--- src/design/lkvc_pkg.sv ---
// ----------------------------------------------------------------------------
// LRU key-value cache package
// Sizes, register map, channel payload types and capacity clamp.
// ----------------------------------------------------------------------------
package lkvc_pkg;

    localparam int ENTRIES = 16;
    localparam int IDX_W   = (ENTRIES > 1) ? $clog2(ENTRIES) : 1;
    localparam int OCC_W   = $clog2(ENTRIES + 1);
    localparam int KEY_W   = 32;
    localparam int VAL_W   = 32;
    localparam int CFG_W   = 5;
    localparam int DATA_W  = 32;

    localparam int REG_IDX_W = 1;
    localparam int ADDR_W    = REG_IDX_W + 2;
    localparam logic [REG_IDX_W-1:0] REG_CAPACITY = 1'b0;

    localparam logic MODE_GET = 1'b0;
    localparam logic MODE_SET = 1'b1;

    localparam logic [OCC_W-1:0] CAP_RESET = OCC_W'((ENTRIES < 16) ? ENTRIES : 16);

    typedef struct packed {
        logic                    mode;
        logic signed [KEY_W-1:0] key;
        logic signed [VAL_W-1:0] write_value;
    } t_req;

    typedef struct packed {
        logic                    hit;
        logic signed [VAL_W-1:0] read_value;
    } t_rsp;

    typedef struct packed {
        logic step;
        logic flush;
    } t_ctrl;

    function automatic logic [OCC_W-1:0] cap_clamp(input logic [CFG_W-1:0] v);
        logic [OCC_W-1:0] c;
        if (v == '0) begin
            c = OCC_W'(1);
        end else if (32'(v) > ENTRIES) begin
            c = OCC_W'(ENTRIES);
        end else begin
            c = OCC_W'(v);
        end
        return c;
    endfunction

endpackage

--- src/design/lkvc_ifs.sv ---
// ----------------------------------------------------------------------------
// LRU key-value cache channels
// Request and response valid/ready interfaces.
// ----------------------------------------------------------------------------
interface lkvc_req_if;
    logic                              valid;
    logic                              ready;
    logic                              mode;
    logic signed [lkvc_pkg::KEY_W-1:0] key;
    logic signed [lkvc_pkg::VAL_W-1:0] write_value;

    modport source (output valid, output mode, output key, output write_value, input ready);
    modport sink   (input valid, input mode, input key, input write_value, output ready);
endinterface

interface lkvc_rsp_if;
    logic                              valid;
    logic                              ready;
    logic                              hit;
    logic signed [lkvc_pkg::VAL_W-1:0] read_value;

    modport source (output valid, output hit, output read_value, input ready);
    modport sink   (input valid, input hit, input read_value, output ready);
endinterface

--- src/design/lkvc_core.sv ---
// ----------------------------------------------------------------------------
// LRU key-value cache core
// Entry storage, parallel key match, recency ages and replacement.
// ----------------------------------------------------------------------------
module lkvc_core (
    input  logic                          i_clk,
    input  logic                          i_rst_n,
    input  lkvc_pkg::t_ctrl               i_ctrl,
    input  lkvc_pkg::t_req                i_req,
    input  logic [lkvc_pkg::OCC_W-1:0]    i_cap,
    output lkvc_pkg::t_rsp                o_rsp
);

    logic [lkvc_pkg::KEY_W-1:0] r_key_store   [lkvc_pkg::ENTRIES];
    logic [lkvc_pkg::VAL_W-1:0] r_value_store [lkvc_pkg::ENTRIES];
    logic [lkvc_pkg::ENTRIES-1:0] r_valid;
    logic [lkvc_pkg::ENTRIES-1:0] n_valid;
    logic [lkvc_pkg::IDX_W-1:0]   r_age [lkvc_pkg::ENTRIES];
    logic [lkvc_pkg::IDX_W-1:0]   n_age [lkvc_pkg::ENTRIES];
    logic [lkvc_pkg::OCC_W-1:0]   r_occ;
    logic [lkvc_pkg::OCC_W-1:0]   n_occ;

    logic [lkvc_pkg::ENTRIES-1:0] w_match;
    logic [lkvc_pkg::ENTRIES-1:0] w_young;
    logic [lkvc_pkg::IDX_W-1:0]   w_found;
    logic [lkvc_pkg::IDX_W-1:0]   w_free;
    logic [lkvc_pkg::IDX_W-1:0]   w_victim;
    logic [lkvc_pkg::IDX_W-1:0]   w_slot;
    logic [lkvc_pkg::IDX_W-1:0]   w_oldest;
    logic [lkvc_pkg::IDX_W-1:0]   w_old_age;
    logic                         w_hit;
    logic                         w_full;
    logic                         w_is_set;

    always_comb begin
        w_oldest = lkvc_pkg::IDX_W'(r_occ - lkvc_pkg::OCC_W'(1));
        w_found  = '0;
        w_free   = '0;
        w_victim = '0;
        for (int i = lkvc_pkg::ENTRIES - 1; i >= 0; i--) begin
            w_match[i] = r_valid[i] && (r_key_store[i] == i_req.key);
            w_young[i] = r_valid[i] && (r_age[i] == '0);
            if (w_match[i]) begin
                w_found = lkvc_pkg::IDX_W'(i);
            end
            if (!r_valid[i]) begin
                w_free = lkvc_pkg::IDX_W'(i);
            end
            if (r_valid[i] && (r_age[i] == w_oldest)) begin
                w_victim = lkvc_pkg::IDX_W'(i);
            end
        end
        w_hit     = |w_match;
        w_old_age = r_age[w_found];
        w_full    = (r_occ >= i_cap);
        w_slot    = w_full ? w_victim : w_free;
        w_is_set  = (i_req.mode == lkvc_pkg::MODE_SET);
    end

    always_comb begin
        n_valid = r_valid;
        n_age   = r_age;
        n_occ   = r_occ;
        if (i_ctrl.flush) begin
            n_valid = '0;
            for (int i = 0; i < lkvc_pkg::ENTRIES; i++) begin
                n_age[i] = '0;
            end
            n_occ = '0;
        end else if (i_ctrl.step) begin
            if (w_hit) begin
                for (int i = 0; i < lkvc_pkg::ENTRIES; i++) begin
                    if (r_valid[i] && (r_age[i] < w_old_age)) begin
                        n_age[i] = r_age[i] + lkvc_pkg::IDX_W'(1);
                    end
                end
                n_age[w_found] = '0;
            end else if (w_is_set) begin
                for (int i = 0; i < lkvc_pkg::ENTRIES; i++) begin
                    if (r_valid[i] && (lkvc_pkg::IDX_W'(i) != w_slot)) begin
                        n_age[i] = r_age[i] + lkvc_pkg::IDX_W'(1);
                    end
                end
                n_age[w_slot]   = '0;
                n_valid[w_slot] = 1'b1;
                if (!w_full) begin
                    n_occ = r_occ + lkvc_pkg::OCC_W'(1);
                end
            end
        end
    end

    always_comb begin
        o_rsp.hit        = w_hit;
        o_rsp.read_value = (w_hit && !w_is_set) ? r_value_store[w_found] : '0;
    end

    always_ff @(posedge i_clk) begin
        if (!i_rst_n) begin
            r_valid <= '0;
            for (int i = 0; i < lkvc_pkg::ENTRIES; i++) begin
                r_age[i] <= '0;
            end
            r_occ <= '0;
        end else begin
            r_valid <= n_valid;
            r_age   <= n_age;
            r_occ   <= n_occ;
        end
    end

    always_ff @(posedge i_clk) begin
        if (i_ctrl.step && !i_ctrl.flush && w_is_set) begin
            if (w_hit) begin
                r_value_store[w_found] <= i_req.write_value;
            end else begin
                r_key_store[w_slot]   <= i_req.key;
                r_value_store[w_slot] <= i_req.write_value;
            end
        end
    end

    a_occ_within_cap: assert property (@(posedge i_clk) disable iff (!i_rst_n)
        r_occ <= i_cap) else $error("occupancy above capacity");

    a_occ_matches_valid: assert property (@(posedge i_clk) disable iff (!i_rst_n)
        $countones(r_valid) == 32'(r_occ)) else $error("occupancy out of step with valid bits");

    a_single_youngest: assert property (@(posedge i_clk) disable iff (!i_rst_n)
        (r_occ != '0) |-> $onehot(w_young)) else $error("no unique most recent entry");

    a_set_fills: assert property (@(posedge i_clk) disable iff (!i_rst_n)
        (i_ctrl.step && !i_ctrl.flush && w_is_set) |=> (r_occ != '0))
        else $error("set left the cache empty");

endmodule

--- src/design/lru_key_value_cache.sv ---
// ----------------------------------------------------------------------------
// LRU key-value cache
// Fully associative get/set store with least-recently-used replacement.
// ----------------------------------------------------------------------------
//  channel   dir  handshake        payload
//  i_req     in   valid/ready      mode, key, write_value
//  o_rsp     out  valid/ready      hit, read_value
//  apb       in   psel/penable     capacity at byte address 0
//
//  One item per cycle while o_rsp does not stall; an accepted item passes the
//  request register, then the result register behind the combinational lookup.
//  Synchronous reset empties the cache and sets capacity to 16.
//  i_req.ready drops only while both registers hold items and o_rsp stalls.
// ----------------------------------------------------------------------------
module lru_key_value_cache (
    input  logic                            i_clk,
    input  logic                            i_rst_n,
    lkvc_req_if.sink                        i_req,
    lkvc_rsp_if.source                      o_rsp,
    input  logic                            psel,
    input  logic                            penable,
    input  logic                            pwrite,
    input  logic [lkvc_pkg::ADDR_W-1:0]     paddr,
    input  logic [lkvc_pkg::DATA_W-1:0]     pwdata,
    output logic [lkvc_pkg::DATA_W-1:0]     prdata,
    output logic                            pready
);

    logic                           r_in_valid;
    lkvc_pkg::t_req                 r_in;
    logic                           r_out_valid;
    lkvc_pkg::t_rsp                 r_out;
    logic [lkvc_pkg::OCC_W-1:0]     r_cap;

    logic                           w_advance;
    logic                           w_accept;
    logic                           w_cfg_sel;
    logic                           w_cfg_we;
    lkvc_pkg::t_ctrl                w_ctrl;
    lkvc_pkg::t_rsp                 w_rsp;

    assign w_advance = r_in_valid && (!r_out_valid || o_rsp.ready);
    assign i_req.ready = !r_in_valid || w_advance;
    assign w_accept  = i_req.valid && i_req.ready;

    assign w_cfg_sel = (paddr[lkvc_pkg::ADDR_W-1:2] == lkvc_pkg::REG_CAPACITY);
    assign w_cfg_we  = psel && penable && pwrite && w_cfg_sel;
    assign pready    = 1'b1;
    assign prdata    = w_cfg_sel ? lkvc_pkg::DATA_W'(r_cap) : '0;

    assign w_ctrl.step  = w_advance;
    assign w_ctrl.flush = w_cfg_we;

    assign o_rsp.valid      = r_out_valid;
    assign o_rsp.hit        = r_out.hit;
    assign o_rsp.read_value = r_out.read_value;

    lkvc_core u_core (
        .i_clk   (i_clk),
        .i_rst_n (i_rst_n),
        .i_ctrl  (w_ctrl),
        .i_req   (r_in),
        .i_cap   (r_cap),
        .o_rsp   (w_rsp)
    );

    always_ff @(posedge i_clk) begin
        if (!i_rst_n) begin
            r_in_valid  <= 1'b0;
            r_out_valid <= 1'b0;
            r_cap       <= lkvc_pkg::CAP_RESET;
        end else begin
            if (w_accept) begin
                r_in_valid <= 1'b1;
            end else if (w_advance) begin
                r_in_valid <= 1'b0;
            end
            if (w_advance) begin
                r_out_valid <= 1'b1;
            end else if (o_rsp.ready) begin
                r_out_valid <= 1'b0;
            end
            if (w_cfg_we) begin
                r_cap <= lkvc_pkg::cap_clamp(pwdata[lkvc_pkg::CFG_W-1:0]);
            end
        end
    end

    always_ff @(posedge i_clk) begin
        if (w_accept) begin
            r_in.mode        <= i_req.mode;
            r_in.key         <= i_req.key;
            r_in.write_value <= i_req.write_value;
        end
        if (w_advance) begin
            r_out <= w_rsp;
        end
    end

    a_no_result_lost: assert property (@(posedge i_clk) disable iff (!i_rst_n)
        (r_out_valid && !o_rsp.ready) |-> !w_advance) else $error("result overwritten");

    a_stall_blocks_input: assert property (@(posedge i_clk) disable iff (!i_rst_n)
        (r_in_valid && r_out_valid && !o_rsp.ready) |-> !i_req.ready)
        else $error("item taken while stalled");

    a_cap_in_range: assert property (@(posedge i_clk) disable iff (!i_rst_n)
        (r_cap != '0) && (32'(r_cap) <= lkvc_pkg::ENTRIES)) else $error("capacity out of range");

endmodule
--- src/flat_wrapper.sv ---
// flat-port wrapper written by rule: the top's interface ports become plain ports
module lru_key_value_cache_flat 
  (i_clk, i_rst_n, psel, penable, pwrite, paddr, pwdata, prdata, pready, i_req_valid, i_req_mode, i_req_key, i_req_write_value, i_req_ready, o_rsp_valid, o_rsp_hit, o_rsp_read_value, o_rsp_ready);
  lkvc_req_if i_req_i ();
  lkvc_rsp_if o_rsp_i ();
  input  logic i_clk;
  input  logic i_rst_n;
  input  logic psel;
  input  logic penable;
  input  logic pwrite;
  input  logic [lkvc_pkg::ADDR_W-1:0] paddr;
  input  logic [lkvc_pkg::DATA_W-1:0] pwdata;
  output logic [lkvc_pkg::DATA_W-1:0] prdata;
  output logic pready;
  input wire logic [$bits(i_req_i.valid)-1:0] i_req_valid;
  input wire logic [$bits(i_req_i.mode)-1:0] i_req_mode;
  input wire logic [$bits(i_req_i.key)-1:0] i_req_key;
  input wire logic [$bits(i_req_i.write_value)-1:0] i_req_write_value;
  output wire logic [$bits(i_req_i.ready)-1:0] i_req_ready;
  output wire logic [$bits(o_rsp_i.valid)-1:0] o_rsp_valid;
  output wire logic [$bits(o_rsp_i.hit)-1:0] o_rsp_hit;
  output wire logic [$bits(o_rsp_i.read_value)-1:0] o_rsp_read_value;
  input wire logic [$bits(o_rsp_i.ready)-1:0] o_rsp_ready;
  assign i_req_i.valid = i_req_valid;
  assign i_req_i.mode = i_req_mode;
  assign i_req_i.key = i_req_key;
  assign i_req_i.write_value = i_req_write_value;
  assign i_req_ready = i_req_i.ready;
  assign o_rsp_valid = o_rsp_i.valid;
  assign o_rsp_hit = o_rsp_i.hit;
  assign o_rsp_read_value = o_rsp_i.read_value;
  assign o_rsp_i.ready = o_rsp_ready;
  lru_key_value_cache u_core (.i_clk(i_clk), .i_rst_n(i_rst_n), .i_req(i_req_i), .o_rsp(o_rsp_i), .psel(psel), .penable(penable), .pwrite(pwrite), .paddr(paddr), .pwdata(pwdata), .prdata(prdata), .pready(pready));
endmodule
--- config.mk ---
export PLATFORM = sky130hd
export DESIGN_NAME = lru_key_value_cache_flat
export DESIGN_NICKNAME = d
export VERILOG_FILES = /design/src/design/lkvc_pkg.sv /design/src/design/lkvc_ifs.sv /design/src/design/lkvc_core.sv /design/src/design/lru_key_value_cache.sv /design/src/flat_wrapper.sv
export SDC_FILE = /design/constraint.sdc
export NUM_CORES = 2
export LEC_CHECK = 0
export BUFFER_PORTS_ARGS = -buffer_cell sky130_fd_sc_hd__buf_2
export CAP_MARGIN = 30
export CORE_MARGIN = 10
export CORE_UTILIZATION = 35
export CTS_BUF_LIST = sky130_fd_sc_hd__clkbuf_4 sky130_fd_sc_hd__clkbuf_8 sky130_fd_sc_hd__clkbuf_16
export CTS_CLUSTER_DIAMETER = 50
export DETAILED_ROUTE_END_ITERATION = 8
export PLACE_DENSITY_LB_ADDON = 0.05
export SLEW_MARGIN = 20
export SYNTH_ARGS = -nofsm -noshare
export SYNTH_HDL_FRONTEND = slang
export SYNTH_HIERARCHICAL = 1
export SYNTH_SLANG_ARGS = --single-unit
--- constraint.sdc ---
create_clock -name i_clk -period 19.7 [get_ports i_clk]
set_input_delay 2.955 -clock i_clk [delete_from_list [all_inputs] [get_ports i_clk]]
set_output_delay 2.955 -clock i_clk [all_outputs]
set_load 0.05 [all_outputs]
==> impl_metrics.tcl <==
set metrics [dict create \
    antenna_found_initial 1 \
    dieArea_mm2 0.1787 \
    rows 147 \
    first_iter_violations 2778 \
    drv_cap 0 \
    clkPwrFrac_pct 49.1 \
    vias 36440 \
    cts_hold_buf 0 \
    synthTopCellsByArea "edfxtp_1 (59%), xor2_1 (5.9%), dfxtp_1 (3.2%)" \
    cts_resized 0 \
    criticalPathCategory "register to register" \
    finalNetCount 4706 \
    holdCritPathClass "register to register" \
    crit_arrival_ns 8.50 \
    ir_drop_v 0.00008628 \
    critPathMaxFanout 22 \
    post_drt_wl_per_cell_um 26.32 \
    setup_viol 0 \
    die_w_um 422.7 \
    clockBufferDepth 3 \
    hpwl_mm 106.4 \
    grt_setup_unrepaired "false" \
    worstMarginPinSlew_ns 1.067 \
    diodes 0 \
    drive_gt1_share_pct 16.07 \
    postSynthCellCount 4334 \
    power_switching_share_pct 22.72 \
    comb_power_share_pct 3.9 \
    grt_overflow 0 \
    die-height_um 422.7 \
    period_minus_slack_ns 7.833 \
    period_share_pct 39.76 \
    ys_warn_count 6 \
    synth_top_cell_by_area "edfxtp_1" \
    track_usage_pct 19.60 \
    status "finished clean" \
    critical_path.startpoint_type "register" \
    stdcell_area_mm2 0.06596 \
    globalplace.congestion 0.8560 \
    viasPerCell 5.342 \
    p_int_mw 4.693 \
    synthToLayoutAreaGrowth_pct 16.20 \
    async_flop_share_pct 0 \
    max_freq_mhz 127.7 \
    grt_pass1_wl_mm 260.1 \
    p_leak_nw 22.80 \
    initial_core_util_pct 35.27 \
    post_synth_num_cell_types 98 \
    wl_mm 179.6 \
    tns_ns 0 \
    regArea_mm2 0.03553 \
    ios 175 \
    numCtsBuffers 163 \
    cp_data_required_time_ns 20.37 \
    ant_nets 0 \
    ys_seq_area_share_pct 62.60 \
    numPortBuffers 117 \
    hold_viol_final 0 \
    total_switching_power_mw 1.379 \
    grt_pass1_vias 36320 \
    seq_power_share_pct 47.0 \
    syn_avg_cell_area_um2 13.10 \
    dpl_cell_area_mm2 0.06035 \
    synth-seq-cells 1214 \
    synth_top_area_share_pct 59.35 \
    multi_input_area_mm2 0.02017 \
    finClkSkew_ns 0.04855 \
    clk_latency_ns 0.81 \
    cts_tree "done" \
    cts_setup_buffers 0 \
    powerDensity_mw_per_mm2 92.06 \
    max_slew_margin_pct 28.89 \
    syn_area_mm2 0.05676 \
    core_area_mm2 0.1609 \
    synth_edf_count 1122 \
    cts.sinks 1214 \
    synth_ff_type "edfxtp_1" \
    slew_violations 0 \
    drc 0 \
    h-tree-depth 4 \
    grt_max_degree 129 \
    end_kind "register" \
    dr.pass1.iters 5 \
    clk_pin_slew_ns 0.05 \
    clockRootBuffer "clkbuf_16" \
    fillers 15030 \
]
-- layout make-up --
class | count | area share (%)
clock inverter | 103 | 1.783
clock buffer | 195 | 6.622
sequential | 1214 | 53.87
tap | 2160 | 4.097
multi-input combinational | 2834 | 30.58
inverter | 53 | 0.3035
timing repair buffer | 262 | 2.745
-- routing by layer --
layer,track usage (%),vias up,share of wire [%]
met5,0,-,0
met4,4.605,0,2.1
met3,2.929,236,4.1
met2,31.47,832,46
met1,27.80,18580,47
li1,-,16790,-
-- layout by cell type, fill, tap and decap left out, types with 87 or more instances in the layout --
| master | synthesis | routed |
|---|---|---|
| dfxtp_1 | 92 | 92 |
| nand2_1 | 204 | 204 |
| xnor2_1 | 188 | 188 |
| mux2i_1 | 147 | 147 |
| edfxtp_1 | 1122 | 1122 |
| buf_4 | 55 | 132 |
| mux2_2 | 134 | 134 |
| a21oi_1 | 251 | 248 |
| nor2_1 | 300 | 270 |
| nor3_1 | 108 | 107 |
| nand3_1 | 87 | 87 |
| buf_2 | 37 | 118 |
| xor2_1 | 380 | 379 |
| clkbuf_16 | 0 | 164 |
| nor4_1 | 174 | 171 |
| nand4_1 | 92 | 92 |
-- final timing paths --
kind	start	endpoint	slack (ns)	cells after the start
setup / recovery	u_core/r_in[47]	u_core/u_core/r_age[46]	11.87	22
hold / removal	u_core/r_cap[2]	u_core/r_cap[2]	0.47	2
setup reg to reg	u_core/r_in[47]	u_core/u_core/r_age[46]	11.87	22
hold reg to reg	u_core/r_cap[2]	u_core/r_cap[2]	0.47	2
-- power by group through the flow --
stage	Combinational, mW	Sequential, mW	Clock, mW
2_1_floorplan	0.137	2.91	0
3_3_place_gp	0.237	2.91	0
3_5_place_dp	0.238	2.91	0
4_1_cts	0.238	2.85	3.07
5_1_grt	0.253	2.86	3.17
6_report	0.234	2.85	2.98
-- cell usage after synthesis, drive strengths merged, types with 9 or more instances --
library cell,count
a22oi,9
dfxtp,92
nor4,178
and4,11
nor2,300
and2,23
and3,31
nor3,109
mux2,135
a31oi,16
a21o,17
mux2i,147
edfxtp,1122
xor2,380
nand3,87
a21oi,251
o22ai,74
nor2b,20
o21a,17
a211oi,22
or4,9
xnor2,188
inv,51
o21ai,96
or3,18
or2,10
nand4b,29
nor4b,14
nand4,92
a2111oi,11
o21bai,10
xnor3,13
nand2,204
nand2b,37
ha,71
o211ai,9
buf,114
a211o,14
nor3b,10
o31ai,10
nand3b,15
clkbuf,145
o31a,9
-- critical path: stages (launching register included) --
cell       delay (ns)
edfxtp_1         0.86
buf_4            0.55
xor2_1           0.15
nor4_1           0.31
nand4_1          0.19
nor4_1           0.61
nand2_1          0.29
a31o_1           0.36
a21oi_4          0.54
buf_4            0.52
mux2i_1          0.14
a21oi_1          0.19
nor2_1           0.06
a21oi_1          0.39
o221ai_2         0.30
buf_4            0.33
ha_1             0.22
or4b_2           0.60
a21oi_1          0.18
nand3_1          0.09
o21ai_1          0.33
a2111oi_0        0.18
a211o_1          0.28
-- metrics by stage --
step / util (%) / hold slack [ns] / total power, mW / cells / setup slack, ns
2_1_floorplan: - / 0.4400 / 3.048 / 4360 / 12.09
3_3_place_gp: 37.40 / 0.4664 / 3.145 / 6510 / 11.18
3_5_place_dp: 37.50 / 0.4675 / 3.146 / 6518 / 11.73
4_1_cts: 40.94 / 0.4737 / 6.159 / 6816 / 11.74
5_1_grt: 40.98 / 0.5142 / 6.284 / 6821 / 11.28
6_report: 40.98 / 0.4721 / 6.072 / 6821 / 11.87
-- flip-flops by register name, summed over array words and instances (netlist names) --
signal	flops
u_core/o_rsp.read_value	32
u_core/r_cap	5
u_core/u_core/r_valid	16
u_core/o_rsp.hit	1
u_core/r_in	65
u_core/o_rsp.valid	1
u_core/u_core/r_age	64
u_core/u_core/r_key_store	512
u_core/u_core/r_occ	5
u_core/r_in_valid	1
u_core/u_core/r_value_store	512
-- kinds of logic (layout without fill, tap and decap cells) --
kind of cell / Yosys count / count (layout) / synth area share [%]
AND/OR/NAND/NOR: 1211 / 1211 / 11.18
adder cells (fa/ha/maj): 71 / 71 / 1.565
flip-flops: 1214 / 1214 / 62.60
buffers and inverters: 312 / 613 / 2.603
XOR/XNOR: 581 / 581 / 9.280
other: 2 / 28 / 0.01323
multiplexers: 282 / 282 / 5.270
AO/OA/AOI/OAI: 661 / 661 / 7.485
Power figures use the tool's default switching activity.
